### config.mk
export PLATFORM = sky130hd
export DESIGN_NAME = tls_sni_extension_parser
export DESIGN_NICKNAME = d
export VERILOG_FILES = /design/src/hw/rtl/tlssni_pkg.sv /design/src/hw/rtl/tlssni_fifo.sv /design/src/hw/rtl/tls_sni_extension_parser.sv
export SDC_FILE = /design/constraint.sdc
export NUM_CORES = 1
export LEC_CHECK = 0
export BUFFER_PORTS_ARGS = -buffer_cell sky130_fd_sc_hd__buf_2
export CORE_UTILIZATION = 25
export DETAILED_ROUTE_END_ITERATION = 10
export PLACE_DENSITY_LB_ADDON = 0.1
export SLEW_MARGIN = 30
export SYNTH_ARGS = -nofsm -noshare
export SYNTH_HDL_FRONTEND = slang
export SYNTH_SLANG_ARGS = --single-unit
### constraint.sdc
create_clock -name clk -period 4.6 [get_ports clk]
set_clock_uncertainty 0.2 [all_clocks]
set_input_delay 0.92 -clock clk [delete_from_list [all_inputs] [get_ports clk]]
set_output_delay 0.92 -clock clk [all_outputs]
set_load 0.02 [all_outputs]
### src/hw/rtl/tlssni_pkg.sv
// Shared types and constants for the TLS server-name extension parser.
`timescale 1ns / 1ps
`default_nettype none
package tlssni_pkg;

  // Extension id and entry type of interest
  localparam logic [15:0] SNI_EXTENSION_ID     = 16'd0;
  localparam logic [7:0]  HOST_NAME_ENTRY_TYPE = 8'd0;

  // Result kinds
  localparam logic KIND_NAME_BYTE = 1'b0;
  localparam logic KIND_STATUS    = 1'b1;

  // Status codes
  localparam logic [1:0] ST_SUCCESS = 2'd0;
  localparam logic [1:0] ST_LENGTH  = 2'd1;
  localparam logic [1:0] ST_ILLEGAL = 2'd2;

  // Saturation value of the byte counter
  localparam logic [16:0] POS_MAX = 17'h1FFFF;

  // Default depth of the result queue
  localparam int RESULT_DEPTH_DEFAULT = 4;

  // One result item
  typedef struct packed {
    logic       kind;
    logic [7:0] name_byte;
    logic [1:0] status;
    logic       found;
    logic       last;
  } result_t;

  // Host-name character check: letters, digits, '-' and '.'
  function automatic logic name_char_ok(input logic [7:0] c);
    logic ok;
    ok = ((c >= 8'h30) && (c <= 8'h39)) ||
         ((c >= 8'h61) && (c <= 8'h7A)) ||
         ((c >= 8'h41) && (c <= 8'h5A)) ||
         (c == 8'h2D) || (c == 8'h2E);
    return ok;
  endfunction

endpackage
`default_nettype wire

### src/hw/rtl/tlssni_fifo.sv
// Result queue: takes up to two results per cycle, hands out one per transfer.
`timescale 1ns / 1ps
`default_nettype none
module tlssni_fifo #(
  parameter int DEPTH = tlssni_pkg::RESULT_DEPTH_DEFAULT
) (
  input  wire                      clk,
  input  wire                      rst,
  input  wire  [1:0]               push_n,
  input  wire  tlssni_pkg::result_t push_d0,
  input  wire  tlssni_pkg::result_t push_d1,
  output logic                     room_two,
  output logic                     out_valid,
  input  wire                      out_ready,
  output tlssni_pkg::result_t      out_d
);

  localparam int PW = (DEPTH > 1) ? $clog2(DEPTH) : 1;
  localparam int CW = $clog2(DEPTH + 1);

  tlssni_pkg::result_t mem [DEPTH];
  logic [PW-1:0] wr_ptr;
  logic [PW-1:0] rd_ptr;
  logic [CW-1:0] count;
  logic [PW-1:0] wr_ptr1;
  logic [PW-1:0] wr_ptr2;
  logic [PW-1:0] rd_ptr1;
  logic          pop;

  // Wrap pointers
  assign wr_ptr1 = (wr_ptr  == PW'(DEPTH - 1)) ? '0 : wr_ptr  + 1'b1;
  assign wr_ptr2 = (wr_ptr1 == PW'(DEPTH - 1)) ? '0 : wr_ptr1 + 1'b1;
  assign rd_ptr1 = (rd_ptr  == PW'(DEPTH - 1)) ? '0 : rd_ptr  + 1'b1;

  assign out_valid = (count != '0);
  assign pop       = out_valid && out_ready;
  assign out_d     = mem[rd_ptr];
  assign room_two  = (count <= CW'(DEPTH - 2));

  // Store entries
  always_ff @(posedge clk) begin
    if (push_n != 2'd0) begin
      mem[wr_ptr] <= push_d0;
    end
    if (push_n == 2'd2) begin
      mem[wr_ptr1] <= push_d1;
    end
  end

  // Advance pointers and level
  always_ff @(posedge clk) begin
    if (rst) begin
      wr_ptr <= '0;
      rd_ptr <= '0;
      count  <= '0;
    end else begin
      unique case (push_n)
        2'd1:    wr_ptr <= wr_ptr1;
        2'd2:    wr_ptr <= wr_ptr2;
        default: wr_ptr <= wr_ptr;
      endcase
      if (pop) begin
        rd_ptr <= rd_ptr1;
      end
      count <= count + CW'(push_n) - CW'(pop);
    end
  end

endmodule
`default_nettype wire

### src/hw/rtl/tls_sni_extension_parser.sv
// Top level: byte-wise parser of the TLS server-name extension.
//
// Input channel (in_valid/in_ready) carries one item per transfer: ext_id,
// data_byte, byte_present and last_byte. The parse state is updated in the
// cycle of the transfer and the results go into a small result queue.
// Output channel (out_valid/out_ready) carries one result per transfer: a
// host-name byte (result_kind 0) or the closing status (result_kind 1,
// last_result 1) with status and name_found.
// Each result is written into the registered result queue at its input transfer.
// Throughput: one item per cycle while the receiver keeps up; an item that
// gives both a name byte and a status needs two output transfers, so the
// rate is set by the output port, one result per cycle.
// in_ready is high while the queue (RESULT_DEPTH entries) has room for two
// results; when the receiver stalls the queue fills and in_ready drops, and
// no result is lost.
// Reset clears the parse state and empties the queue; the state also
// returns to its reset values after every closing status.
`timescale 1ns / 1ps
`default_nettype none
module tls_sni_extension_parser #(
  parameter int RESULT_DEPTH = tlssni_pkg::RESULT_DEPTH_DEFAULT
) (
  input  wire         clk,
  input  wire         rst,
  input  wire         in_valid,
  output logic        in_ready,
  input  wire  [15:0] ext_id,
  input  wire  [7:0]  data_byte,
  input  wire         byte_present,
  input  wire         last_byte,
  output logic        out_valid,
  input  wire         out_ready,
  output logic        result_kind,
  output logic [7:0]  name_byte,
  output logic [1:0]  status,
  output logic        name_found,
  output logic        last_result
);

  typedef enum logic [2:0] {
    PH_LIST_HI = 3'd0,
    PH_LIST_LO = 3'd1,
    PH_TYPE    = 3'd2,
    PH_LEN_HI  = 3'd3,
    PH_LEN_LO  = 3'd4,
    PH_SKIP    = 3'd5,
    PH_HOST    = 3'd6,
    PH_DONE    = 3'd7
  } phase_t;

  phase_t      parse_phase, parse_phase_next;
  logic [16:0] byte_position, byte_position_next;
  logic [15:0] list_size, list_size_next;
  logic [15:0] entry_remaining, entry_remaining_next;
  logic [7:0]  entry_type, entry_type_next;
  logic [1:0]  first_error, first_error_next;
  logic        host_found, host_found_next;
  logic        sni_mode, sni_mode_next;

  logic        accept;
  logic        room_two;
  logic        emit;
  logic [15:0] rem_dec;
  logic [15:0] len_full;
  logic [1:0]  st;
  logic        found;
  logic [1:0]  push_n;
  tlssni_pkg::result_t byte_res, stat_res, push_d0, push_d1, out_d;

  assign in_ready = room_two;
  assign accept   = in_valid && in_ready;

  // Parse one item
  always_comb begin
    parse_phase_next     = parse_phase;
    byte_position_next   = byte_position;
    list_size_next       = list_size;
    entry_remaining_next = entry_remaining;
    entry_type_next      = entry_type;
    first_error_next     = first_error;
    host_found_next      = host_found;
    sni_mode_next        = sni_mode;
    emit                 = 1'b0;
    rem_dec              = entry_remaining - 16'd1;
    len_full             = {entry_remaining[15:8], data_byte};

    // Latch the extension id before the first byte
    if ((byte_position == '0) && (byte_present || last_byte)) begin
      sni_mode_next = (ext_id == tlssni_pkg::SNI_EXTENSION_ID);
    end

    if (byte_present) begin
      if (byte_position != tlssni_pkg::POS_MAX) begin
        byte_position_next = byte_position + 17'd1;
      end
      if (sni_mode_next) begin
        unique case (parse_phase)
          PH_LIST_HI: begin
            list_size_next   = {data_byte, 8'h00};
            parse_phase_next = PH_LIST_LO;
          end
          PH_LIST_LO: begin
            list_size_next   = {list_size[15:8], data_byte};
            parse_phase_next = PH_TYPE;
          end
          PH_TYPE: begin
            entry_type_next  = data_byte;
            parse_phase_next = PH_LEN_HI;
          end
          PH_LEN_HI: begin
            entry_remaining_next = {data_byte, 8'h00};
            parse_phase_next     = PH_LEN_LO;
          end
          PH_LEN_LO: begin
            entry_remaining_next = len_full;
            if (entry_type == tlssni_pkg::HOST_NAME_ENTRY_TYPE) begin
              if (len_full == '0) begin
                host_found_next  = 1'b1;
                parse_phase_next = PH_DONE;
              end else begin
                parse_phase_next = PH_HOST;
              end
            end else begin
              parse_phase_next = (len_full == '0) ? PH_TYPE : PH_SKIP;
            end
          end
          PH_SKIP: begin
            entry_remaining_next = rem_dec;
            if (rem_dec == '0) begin
              parse_phase_next = PH_TYPE;
            end
          end
          PH_HOST: begin
            if (!tlssni_pkg::name_char_ok(data_byte) &&
                (first_error == tlssni_pkg::ST_SUCCESS)) begin
              first_error_next = tlssni_pkg::ST_ILLEGAL;
            end
            emit                 = 1'b1;
            entry_remaining_next = rem_dec;
            if (rem_dec == '0) begin
              host_found_next  = 1'b1;
              parse_phase_next = PH_DONE;
            end
          end
          PH_DONE: begin
            parse_phase_next = PH_DONE;
          end
          default: begin
            parse_phase_next = parse_phase;
          end
        endcase
      end
    end

    // Closing status, length mismatch first
    priority if (!sni_mode_next) begin
      st = tlssni_pkg::ST_SUCCESS;
    end else if ((byte_position_next < 17'd2) ||
                 ((17'(list_size_next) + 17'd2) != byte_position_next)) begin
      st = tlssni_pkg::ST_LENGTH;
    end else if ((parse_phase_next == PH_SKIP) || (parse_phase_next == PH_HOST)) begin
      st = tlssni_pkg::ST_LENGTH;
    end else begin
      st = first_error_next;
    end
    found = sni_mode_next && (st == tlssni_pkg::ST_SUCCESS) && host_found_next;

    // Return to reset values after the status
    if (last_byte) begin
      parse_phase_next     = PH_LIST_HI;
      byte_position_next   = '0;
      list_size_next       = '0;
      entry_remaining_next = '0;
      entry_type_next      = '0;
      first_error_next     = tlssni_pkg::ST_SUCCESS;
      host_found_next      = 1'b0;
      sni_mode_next        = 1'b1;
    end
  end

  // Build results for the queue
  always_comb begin
    byte_res.kind      = tlssni_pkg::KIND_NAME_BYTE;
    byte_res.name_byte = data_byte;
    byte_res.status    = tlssni_pkg::ST_SUCCESS;
    byte_res.found     = 1'b0;
    byte_res.last      = 1'b0;

    stat_res.kind      = tlssni_pkg::KIND_STATUS;
    stat_res.name_byte = 8'h00;
    stat_res.status    = st;
    stat_res.found     = found;
    stat_res.last      = 1'b1;

    push_d0 = emit ? byte_res : stat_res;
    push_d1 = stat_res;
    if (accept) begin
      push_n = 2'(emit) + 2'(last_byte);
    end else begin
      push_n = 2'd0;
    end
  end

  // Hold parse state
  always_ff @(posedge clk) begin
    if (rst) begin
      parse_phase     <= PH_LIST_HI;
      byte_position   <= '0;
      list_size       <= '0;
      entry_remaining <= '0;
      entry_type      <= '0;
      first_error     <= tlssni_pkg::ST_SUCCESS;
      host_found      <= 1'b0;
      sni_mode        <= 1'b1;
    end else if (accept) begin
      parse_phase     <= parse_phase_next;
      byte_position   <= byte_position_next;
      list_size       <= list_size_next;
      entry_remaining <= entry_remaining_next;
      entry_type      <= entry_type_next;
      first_error     <= first_error_next;
      host_found      <= host_found_next;
      sni_mode        <= sni_mode_next;
    end
  end

  tlssni_fifo #(
    .DEPTH (RESULT_DEPTH)
  ) u_fifo (
    .clk       (clk),
    .rst       (rst),
    .push_n    (push_n),
    .push_d0   (push_d0),
    .push_d1   (push_d1),
    .room_two  (room_two),
    .out_valid (out_valid),
    .out_ready (out_ready),
    .out_d     (out_d)
  );

  // Drive result fields
  assign result_kind = out_d.kind;
  assign name_byte   = out_d.name_byte;
  assign status      = out_d.status;
  assign name_found  = out_d.found;
  assign last_result = out_d.last;

endmodule
`default_nettype wire
### After elaboration in Yosys (flattened, before gate mapping)

Memory sizes are Yosys's and may differ from the RTL's. A register that Yosys moved wholly into a read port is not among the register bits.
Cells that the tools add are included.

| storage, ports and cells | value |
|---|---|
| register bits | 71 |
| memories kept | 1 |
| bits in read-only memories | 0 |
| latch bits | 0 |
| bits in writable memories | 52 |

| cells by class | value |
|---|---|
| multipliers | 0 |
| reduce and logical (&&, ||, !) cells | 37 |
| equality and inequality tests | 19 |
| divide/modulo/power cells | 0 |
| $add $sub $neg | 9 |
| bitwise gates (word level) | 0 |
| multiplexer cells | 56 |
| shift operators | 0 |
| $lt $le $gt $ge | 8 |

Memories:

| memory | depth | bits a word | rd ports | clocked after Yosys merged registers in | wr ports | RTL line | source |
|---|---|---|---|---|---|---|---|
| u_fifo.mem | 4 | 13 | 1 | 1 | 2 | tlssni_fifo.sv:21 | `tlssni_pkg::result_t mem [DEPTH];` |

Operator list:

| kind | count |
|---|---|
| $mux 16 | 6 |
| $mux 17 | 3 |
| $logic_not 16->1 | 3 |
| $pmux 16 s3 | 1 |
| $mux 8 | 4 |
| $pmux 16 s2 | 1 |
| $mux 2 | 14 |
| $pmux 3 s8 | 1 |
| $mux 3 | 7 |
| $eq 3x3->1 const B | 6 |
| $add 16x2->17 const B | 1 |
| $add 17x1->17 const B | 1 |
| $logic_not 17->1 | 1 |
| $lt 17x2->1 const B | 1 |
| $ne 17x17->1 | 1 |
| $ne 17x17->1 const B | 1 |
| $eq 8x6->1 const B | 2 |
| $ge 8x7->1 const B | 2 |
| $le 8x7->1 const B | 2 |
| $mux 1 | 16 |
| $sub 16x1->16 const B | 1 |
| $mux 13 | 1 |
| $reduce_bool 2->1 | 5 |
| $logic_and 1x1->1 | 9 |
| other kinds (24) | 39 |

### Depth between registers and ports, before layout

Gate-level depths: netlist (run 1).

| logic depth | value |
|---|---|
| depth in word-level cells | 19 |
| gate-level depth with buffers | 19 |
| depth with buffers taken out | 17 |

### Modules after synthesis

From an unflattened synthesis (run 1), not the netlist that was laid out.

| second synthesis, totals | value |
|---|---|
| cell total of the unflattened synthesis | 954 |
| area, all modules | 8546.9 um^2 |

Modules (own cells, without submodules):

| module | times used | area an instance (um^2) | cells an instance |
|---|---|---|---|
| tls_sni_extension_parser | 1 | 5469.0 | 762 |
| tlssni_fifo | 1 | 3078.0 | 192 |

### Least setup slack after synthesis (run 1)

OpenSTA, ideal clock, no wires.

| timing | value |
|---|---|
| kind | input port to flip-flop |
| start | in ext_id[9] |
| end | mem u_fifo.mem[0][2] (netlist bit) (data pin) |
| required time | 4127 ps |
| arrival | 4254 ps |
| stages | 14 |
| buffers on the path | 0 |
| path slack | -127 ps |
| cell sequence | nor4_1 and4_1 and4_1 nor2_1 a22o_4 ha_1 xnor2_1 xnor2_1 nor2b_1 mux2i_1 or4_4 nor4b_4 o2111a_1 a21oi_1 |

RTL lines:

| what | RTL line | source |
|---|---|---|
| start, declared | tls_sni_extension_parser.sv:27 | `input wire [15:0] ext_id,` |
| end, declared | tlssni_fifo.sv:21 |  |

==> summary.md, run 1 <==
| Metric | Value |
|---|---|
| DRT Pass-1 Iters | `8` |
| Placement Rows | `64` |
| Worst setup path start | `ext_id[1]` |
| Antenna-violating nets left | `0` |
| Sw frac | `about a third` |
| Die height | `180 um` |
| FMAX | `around 0.23 GHz` |
| Hold Crit Class | `reg -> reg` |
| Ratio of cells with drive above 1 in the final layout | `roughly a quarter` |
| Total congestion overflow | `0` |
| Status | `complete, but fails checks` |
| CP arrival | `~4.4 ns` |
| # hold bufs at CTS | `0` |
| Failing checks | `design-rule violations` |
| Average size of a mapped cell | `8.43 um^2` |
| CP Capture Type | `flop` |
| Cell Int Power | `between 2 and 2.5 mW` |
| Psw | `1.08 mW` |
| Synth area leaders | `dfxtp_1 (28%), nor2_1 (5.5%), edfxtp_1 (4.6%)` |
| Detailed Route Iter0 Violations | `443` |
| Register area share after synthesis | `between 30% and 40%` |
| Clock tree sinks | `~120` |
| Largest net degree at the start of global routing | `35` |
| # placed instances | `approximately 1400` |
| Top cells by count, synth | `nor2_1 (115), dfxtp_1 (109), a21oi_1 (62)` |
| Most common cell in the netlist | `nor2_1` |
| Gate power share | `22.5%` |
| Setup violators final | `0` |
| Routed wire length | `roughly 28000 um` |
| Max cap viols | `0` |
| Netlist cell types | `88` |
| Routability congestion estimate | `between 0.8 and 0.9` |
| Post-Syn Nets | `about 1000` |
| Area share of the largest cell type after synthesis | `27.6%` |
| Final #Nets | `about 1100` |
| Tcrit/Tclk final | `between 90 and 100%` |
| YS warnings | `0` |
| Tightest Pin Transition | `~0.84 ns` |
| Yosys top cell by area | `dfxtp_1` |
| Clock share of power | `between 40% and 50%` |
| Worst setup endpoint | `u_fifo.mem[1][2]` |
| Critical Path RT | `4.58 ns` |
| Main synth FF type | `dfxtp_1` |
| Vias in the first global route | `between 7000 and 8000` |
| Total core area | `30800 um^2` |
| Slack of the critical path | `~0.22 ns` |
| Worst skew pair latency | `0.43 ns` |
| I/O pins | `45` |
| Flop pwr share | `between 30% and 40%` |
| Synthesized area | `about 8000 um^2` |
| Final std cells w/o fill | `about 1500` |
| Initial Util | `25.7%` |
| Routed WL per cell | `roughly 19 um` |
| Drc violations | `3` |
| Gr usage total | `17.9%` |
| Clock Tree Buf Depth | `2` |
| Port-buffer cells | `44` |
| Number of synthesized flops with an enable pin | `12` |
| Via density | `~5.1` |
| Async SR Flop Fraction | `0%` |
| Die width | `around 180 um` |
| FF-to-FF End | `u_fifo.mem[1][2]` |
| Synth-to-layout area growth | `25.4%` |
| Via count | `7523` |
| Final hold violations | `0` |
| Initial antenna violation count | `0` |
| Max Transition Viols Final | `0` |
| Peak supply drop | `around 250 uV` |
| Hold Crit Start | `u_fifo.mem[2][0]` |
| CTS H-tree depth | `4` |
| P per Cell Area | `336 nW/um^2` |
| Crit Path Category | `in -> reg` |
| Reg2Reg Setup Slack | `between 0.2 and 0.3 ns` |
| Root buffer cell | `clkbuf_16` |
| Clk slew on worst S/H paths | `about 0.060 ns` |
| Headroom to the max-slew limit | `approximately 43%` |
| Antenna diode count | `0` |
| R2R cell count | `15` |
| Final Critical Period | `around 4.4 ns` |
| DP HPWL | `approximately 21000 um` |
| RSZ-0062 raised after global routing | `true` |
| Crit path max fanout | `4` |
| Pre-CTS setup slack | `-0.255 ns` |
| CTS tree | `yes` |
| Number of synthesized register bits | `121` |
| Num CTS Buffers | `17` |
| Global-route wire length before repair | `about 44000 um` |
| Leakage | `~3.8 nW` |
| Critical path launch point type | `input port` |
| Worst r2r src | `byte_position[2]` |
| Die ar. | `32400 um^2` |
| Post-Syn Instances | `938` |
per-layer routing:
metal | vias up | share of wire, % | wire length (um) | global-route usage (%)
met1 | 3618 | 48 | 13500 | 23.9
met4 | 0 | 1.1 | 315 | 4.41
met3 | 20 | 3.8 | 1070 | 2.92
met5 | - | 0 | 0 | 0
met2 | 163 | 47 | 13400 | 29.7
li1 | 3722 | - | - | -
through the flow:
step / total power, mW / hold WS [ns] / setup TNS (ns) / utilization, % / instance area, um^2
after detailed placement: 1.96 / 0.235 / -2.41 / 30.0 / 9260
after global routing: 3.52 / 0.255 / -0.0529 / 32.2 / 9920
final: 3.34 / 0.241 / 0 / 32.2 / 9920
after CTS: 3.39 / 0.244 / 0 / 32.0 / 9860
after floorplan: 1.68 / 0.218 / 0 / - / 7940
after global placement: 1.96 / 0.233 / -2.17 / 30.0 / 9250
cell families after synthesis:
group / synth area share, %
compound gates: 23.4
xor+xnor: 5.82
fa+ha+maj: 3.42
buf+inv: 4.93
flops: 32.1
mux: 6.12
simple gates: 24.2
layout make-up:
type,count,area (um^2)
clock buffer,18,450
clock inverter,14,159
fill,3334,20900
inverter,31,116
multi-input combinational,724,5050
sequential,121,2540
tap,396,495
timing repair buffer,162,1110
state kept, by name, summed over array words and instances (netlist names), named ones only:
register and count:
entry_type 8, u_fifo.count 3, host_found 1, list_size 16, u_fifo.wr_ptr 2, entry_remaining 16, byte_position 17, u_fifo.mem 48
parse_phase 3, u_fifo.rd_ptr 2, sni_mode 1, first_error 2
repair_timing:
action | in CTS | in global routing
setup buffers | 0 | 2
setup endpoints to repair | 0 | 12
resized for setup | 0 | 9
power groups by stage:
stage	sequential, mW	combinational (mW)	clock [mW]
after detailed placement	1.21	0.755	0
final	1.18	0.752	1.41
after global routing	1.19	0.829	1.50
after CTS	1.18	0.757	1.45
after floorplan	1.17	0.505	0
after global placement	1.21	0.757	0
cells in the final DEF (no fill, tap or decap), types with 7 or more instances in the layout:
cell type and instances:
mux4_2 12, and2_1 7, nor4_2 7, nand2b_1 13
a31oi_1 8, a22o_1 32, xor2_1 12, xnor2_1 37
or3_1 12, a21oi_1 61, o21ai_0 34, mux2i_1 18
and3_1 12, ha_1 20, a211oi_1 12, dfxtp_1 109
nor4_1 10, clkbuf_16 18, nand2_1 58, nor2b_1 8
a22oi_1 31, nand3_1 23, buf_4 118, nand4_1 11
buf_2 44, inv_1 31, edfxtp_1 12, nor2_1 115
nor3_1 40
worst min path at each step:
stage | to | depth (start not counted)
global placement | u_fifo.mem[1][0] | 2
finish | u_fifo.mem[2][0] | 2
detailed placement | u_fifo.mem[1][0] | 2
global route | u_fifo.mem[1][0] | 2
CTS | u_fifo.mem[1][0] | 2
floorplan | u_fifo.mem[1][0] | 2
worst max-delay path, cell delays in order:
cell	delay, ns
buf_2	0.10
nor4_2	0.25
buf_4	0.16
and4_4	0.20
and4_1	0.21
nor2_1	0.08
a22o_4	0.26
ha_1	0.33
xnor2_2	0.14
xnor2_1	0.13
nor2b_1	0.12
mux2i_1	0.08
or4_4	0.55
nor4b_4	0.30
buf_4	0.18
o2111a_2	0.25
a21oi_1	0.07
Power figures use the tool's default switching activity.
==> run 2: changes to the inputs <==
- CORE_MARGIN: default -> 2
- clock period: 4.6 -> 5.4 ns (I/O delays scaled with it)
==> run 2 against run 1 <==
  * Count of clock-buffer cells in the layout stayed put
  * The run now ends clean
  * Non-clock buffer count shrank 74
  * Hold slack better by 0.0054 ns
  * Global-route usage down 1.1 points
  * Sequential cell count unchanged
  * Register-to-register slack gained 0.45 ns
  * Die area grew 2.2%
  * Setup slack improved by 0.38 ns
  * Clock power down 16%
==> summary.md, run 2 (synthesis results as in run 1) <==
| Metric | Value |
|---|---|
| # hold bufs at CTS | `0` |
| Antenna diode count | `0` |
| RSZ-0062 raised after global routing | `false` |
| Post-CTS Resized | `0` |
| Die ar. | `approximately 33000 um^2` |
| Most frequent cells in the layout | `nor2_1 (115), dfxtp_1 (109), a21oi_1 (62)` |
| Filler cells | `between 3000 and 4000` |
| Critical path launch point type | `input port` |
| # placed instances | `about 1400` |
| Hold Crit Class | `reg -> reg` |
| Max cap viols | `0` |
| Clock tree sinks | `approximately 120` |
| Port-buffer cells | `44` |
| Final TNS setup | `0 ns` |
| Antenna-violating nets left | `0` |
| Ratio of cells with drive above 1 in the final layout | `around 17%` |
| Synth-to-layout area growth | `17.4%` |
| DP HPWL | `between 15000 and 20000 um` |
| Cell Int Power | `about 1.9 mW` |
| Crit Path Category | `in -> reg` |
| CTS tree | `yes` |
| Peak supply drop | `207 uV` |
| Initial Util | `25.2%` |
| FMAX | `about 0.21 GHz` |
| Crit path cell chain | `buf_2, and4bb_1, nand4_1, nor4_4, o21ai_1, nand2_1, ha_1, xnor2_1, xnor2_1, nor2b_1, mux2i_1, or4_4, nor4b_4, o2111a_1, a21oi_1` |
| Leakage | `3.44 nW` |
| Tightest Pin Transition | `around 0.84 ns` |
| CP delay by family, top | `simple AND/OR/NAND/NOR gates` |
| Crit path max fanout | `16` |
| WHS | `roughly 0.25 ns` |
| Top flop regs | `u_fifo.mem (48), byte_position (17)` |
| I/O pins | `between 40 and 50` |
| Num CTS Buffers | `17` |
| Setup violators final | `0` |
| Max Transition Viols Final | `0` |
| Detailed Route Iter0 Violations | `about 450` |
| Worst setup path start | `byte_present` |
| Gate power share | `approximately a fifth` |
| Routed wire length | `27200 um` |
| Flop pwr share | `36.3%` |
| Die height | `about 180 um` |
| P per Cell Area | `299 nW/um^2` |
| Initial antenna violation count | `0` |
| Global-route wire length before repair | `42200 um` |
| Placement Rows | `65` |
| Total congestion overflow | `0` |
| Sw frac | `between 30% and 40%` |
| Largest net degree at the start of global routing | `41` |
| Final hold violations | `0` |
| Largest register FFs | `48` |
| CP arrival | `between 4 and 5 ns` |
| Total core area | `between 30000 and 40000 um^2` |
| Total chip power | `roughly 2.8 mW` |
| Final #Nets | `1034` |
| Utilization after layout | `between 20% and 30%` |
| Post-CTS Setup Bufs | `0` |
| Headroom to the max-slew limit | `43.8%` |
| Leading cell type in the layout, fill and taps excluded | `nor2_1` |
| DRT Pass-1 Iters | `5` |
| Worst skew pair latency | `roughly 0.43 ns` |
| Status | `finished, final reports clean` |
| Critical Path RT | `~5.4 ns` |
| CP Capture Type | `flop` |
| Vias in the first global route | `6985` |
| Clock share of power | `~42%` |
| Final Critical Period | `approximately 4.8 ns` |
| Via density | `5.20` |
| Critical Path Slowest Stage Cell | `or4_4` |
| Tcrit/Tclk final | `88.9%` |
| WP buf/inv | `1` |
| Final std cells w/o fill | `1398` |
| Routed WL per cell | `19.5 um` |
| Max incr delay on CP | `between 0.5 and 0.6 ns` |
| CTS H-tree depth | `4` |
| Die width | `~180 um` |
| Root buffer cell | `clkbuf_16` |
| Worst r2r src | `byte_position[8]` |
| Psw | `about 0.9 mW` |
| Clock Tree Buf Depth | `2` |
| Gr usage total | `16.8%` |
| Hold Crit Start | `u_fifo.mem[1][0]` |
| Via count | `a little over 7000` |
| Cell mode on critical path | `xnor2_1` |
| Routability congestion estimate | `just over 0.8` |
| Clk slew on worst S/H paths | `0.06 ns` |
| Drc violations | `0` |
| Biggest register | `u_fifo.mem` |
==> run 2: area by class of cell <==
class,instances,area (um^2),area share (%)
clock inverters,14,159,1.71
inverters,31,116,1.25
flip-flops and latches,121,2540,27.4
repair buffers,88,551,5.93
clock buffers,18,439,4.73
well taps,402,503,5.41
multi-input cells,724,4980,53.6
==> run 2: worst min-delay path, cell delays in order, from the launching register on <==
cell and delay, ns:
dfxtp_1 0.31, nand2_1 0.05, nand2_1 0.04
==> run 2: through the flow <==
| stage | setup slack [ns] | instance area (um^2) |
|---|---|---|
| finish | 0.600 | 9290 |
| detailed placement | 0.204 | 8690 |
| floorplan | 0.513 | 7910 |
| global route | 0.360 | 9290 |
| CTS | 0.655 | 9290 |
| global placement | 0.190 | 8690 |
==> run 2: final timing paths <==
path              cells after the start  slack [ns]                to
setup reg to reg                     14        0.70  u_fifo.mem[0][2]
setup / recovery                     15        0.60  u_fifo.mem[0][2]
hold / removal                        2        0.25  u_fifo.mem[1][0]
hold reg to reg                       2        0.25  u_fifo.mem[1][0]
==> run 2: power by group through the flow <==
stage | Clock (mW) | Combinational, mW | Sequential [mW]
2_1_floorplan | 0 | 0.430 | 0.999
3_3_place_gp | 0 | 0.606 | 1.03
3_5_place_dp | 0 | 0.600 | 1.03
4_1_cts | 1.21 | 0.602 | 1.01
5_1_grt | 1.26 | 0.657 | 1.02
6_report | 1.18 | 0.594 | 1.01
==> run 2: layer usage <==
layer	up-vias	part of all wire, %	GRT usage (%)
li1	3564	-	-
met1	3507	49	22.7
met2	169	45	26.4
met3	26	4.1	3.73
met4	0	1.8	5.42
met5	-	0	0
==> run 3: changes to the inputs <==
- GPL_TIMING_DRIVEN: default -> 0
==> run 3 against run 2 <==
  * Count of clock-buffer cells in the layout grew 2
  * Combinational power grew 5.7%
  * Setup slack lost 0.30 ns
  * Maximum frequency shrank 5.8%
  * Global-route usage grew 1.1 points
  * First-iteration DRC count grew 8.3%
  * Via count grew 1.6%
  * Critical endpoint is now u_fifo.mem[3][2]
  * Highest routed layer unchanged
==> summary.md, run 3 (synthesis results as in run 1) <==
| Metric | Value |
|---|---|
| Tcrit/Tclk final | `94.4%` |
| Vias in the first global route | `7449` |
| Worst skew pair latency | `0.43 ns` |
| Total core area | `about 31000 um^2` |
| CP delay by family, top | `simple AND/OR/NAND/NOR gates` |
| Filler cells | `about 3400` |
| Footprint of the multi-input gates | `about 5000 um^2` |
| Critical path launch point type | `input port` |
| Num CTS Buffers | `17` |
| Global-route wire length before repair | `around 45000 um` |
| Biggest register | `u_fifo.mem` |
| Critical Path Slowest Stage Cell | `or4_4` |
| Critical Path RT | `5.35 ns` |
| Crit Path Category | `in -> reg` |
| CTS tree | `yes` |
| Detailed Route Iter0 Violations | `482` |
| Max Transition Viols Final | `0` |
| Final Critical Period | `5.10 ns` |
| Leading cell type in the layout, fill and taps excluded | `nor2_1` |
| Clock share of power | `around two fifths` |
| Met3 WL | `roughly 1300 um` |
| Cell Int Power | `1.86 mW` |
| Routed wl met2 | `13600 um` |
| Total chip power | `about 2.8 mW` |
| Initial antenna violation count | `1` |
| Most frequent cells in the layout | `nor2_1 (114), dfxtp_1 (109), a21oi_1 (62)` |
| CP Capture Type | `flop` |
| DRT Pass-1 Iters | `5` |
| Psw | `approximately 0.91 mW` |
| Placement Rows | `65` |
| Gr usage total | `between 10% and 20%` |
| Setup violators final | `0` |
| FMAX | `0.196 GHz` |
| Clk slew on worst S/H paths | `about 0.060 ns` |
| CTS H-tree depth | `4` |
| Clock tree sinks | `between 100 and 150` |
| Synth-to-layout area growth | `17.3%` |
| Initial Util | `25.2%` |
| Headroom to the max-slew limit | `between 30% and 40%` |
| Post-Route M1 WL | `~13000 um` |
| Hold Crit Class | `reg -> reg` |
| Largest register FFs | `48` |
| CP arrival | `about 5.0 ns` |
| Final TNS setup | `0 ns` |
| Ratio of cells with drive above 1 in the final layout | `between 10% and 20%` |
| Routed wire length | `29000 um` |
| Die width | `around 180 um` |
| WHS | `between 0.2 and 0.25 ns` |
| RSZ-0062 raised after global routing | `false` |
| Clock Tree Buf Depth | `2` |
| Max cap viols | `0` |
| Leakage | `around 3.3 nW` |
| Finished Cell Area | `a little over 9000 um^2` |
| Status | `finished, final reports clean` |
| Root buffer cell | `clkbuf_16` |
| Port-buffer cells | `41` |
| Dpl cell area | `slightly below 9000 um^2` |
| I/O pins | `45` |
| Top routing layer in use | `met4` |
| Die height | `182 um` |
| Antenna-violating nets left | `0` |
| Crit path cell chain | `buf_2, nor4_2, and4_1, and4_1, nor2_1, a22o_4, ha_1, xnor2_1, xnor2_1, nor2b_1, mux2i_1, or4_4, nor4b_4, o2111a_1, a21oi_1` |
| DP HPWL | `about 22000 um` |
| Final hold violations | `0` |
| Via density | `5.23` |
| Tightest Pin Transition | `0.946 ns` |
| Final #Nets | `1047` |
| Gate power share | `approximately 23%` |
| WP buf/inv | `1` |
| Max incr delay on CP | `approximately 0.55 ns` |
| Via count | `roughly 7400` |
| P per Cell Area | `between 200 and 300 nW/um^2` |
| Drc violations | `0` |
| Die ar. | `33100 um^2` |
| Largest net degree at the start of global routing | `17` |
| Crit path max fanout | `4` |
| Top flop regs | `u_fifo.mem (48), byte_position (17)` |
| Routability congestion estimate | `0.842` |
| Total congestion overflow | `0` |
| # placed instances | `about 1400` |
| Sw frac | `32.9%` |
| Final std cells w/o fill | `between 1000 and 1500` |
| Flop pwr share | `~36%` |
| Routed WL per cell | `approximately 21 um` |
| Peak supply drop | `~210 uV` |
| Storage cell area | `roughly 2500 um^2` |
run 3: changes by cell type in the layout (fill, tap and decap cells not counted), sizes merged:
| cell | before | now |
|---|---|---|
| inv | 38 | 35 |
| clkinvlp | 0 | 4 |
| diode | 0 | 1 |
| clkbuf | 18 | 66 |
| buf | 88 | 55 |
| clkinv | 5 | 2 |
| bufinv | 2 | 1 |
run 3: tightest hold or removal path, stage by stage, from the launching register on:
cell and delay (ns):
dfxtp_1 0.31, nand2_1 0.05, nand2_1 0.04
run 3: per-stage QoR:
stage / setup WS (ns) / util [%]
5_1_grt: 0.0762 / 29.6
2_1_floorplan: 0.513 / -
3_5_place_dp: -1.05 / 27.5
3_3_place_gp: -0.850 / 27.5
4_1_cts: -0.0178 / 29.5
6_report: 0.304 / 29.6
run 3: final timing paths:
| kind | start | endpoint | slack [ns] | cells past startpoint |
|---|---|---|---|---|
| worst max-delay path | ext_id[1] | u_fifo.mem[3][2] | 0.30 | 15 |
| worst min-delay path | u_fifo.mem[2][0] | u_fifo.mem[2][0] | 0.24 | 2 |
| worst max register to register | byte_position[15] | u_fifo.mem[2][1] | 0.50 | 14 |
| worst min register to register | u_fifo.mem[2][0] | u_fifo.mem[2][0] | 0.24 | 2 |
run 3: power groups by stage:
| stage | clock, mW | sequential [mW] | combinational [mW] |
|---|---|---|---|
| floorplan | 0 | 0.999 | 0.430 |
| global placement | 0 | 1.01 | 0.628 |
| detailed placement | 0 | 1.01 | 0.626 |
| CTS | 1.18 | 0.991 | 0.628 |
| global route | 1.22 | 0.998 | 0.692 |
| finish | 1.15 | 0.990 | 0.628 |
run 3: layout make-up:
class | count | share of cell area, %
clock buffers | 20 | 5.15
clock inverters | 11 | 1.17
plain buffers | 60 | 2.88
flip-flops and latches | 121 | 27.4
diodes | 1 | 0.0270
repair buffers | 41 | 2.21
inverters | 31 | 1.25
multi-input cells | 724 | 54.5
well taps | 402 | 5.42
run 3: timing repair:
| item | 4_1_cts | 5_1_grt |
|---|---|---|
| hold buffers | 0 | 0 |
| setup endpoints to repair | 51 | 62 |
| gates resized for setup | 5 | 7 |
| endpoints found under the hold margin | 0 | 0 |
| buffers inserted | 0 | 0 |
run 3: metal layers:
layer,up-vias,global-route usage (%)
met4,0,6.39
met2,181,29.9
met3,40,3.75
met1,3566,22.7
li1,3598,-
met5,-,0
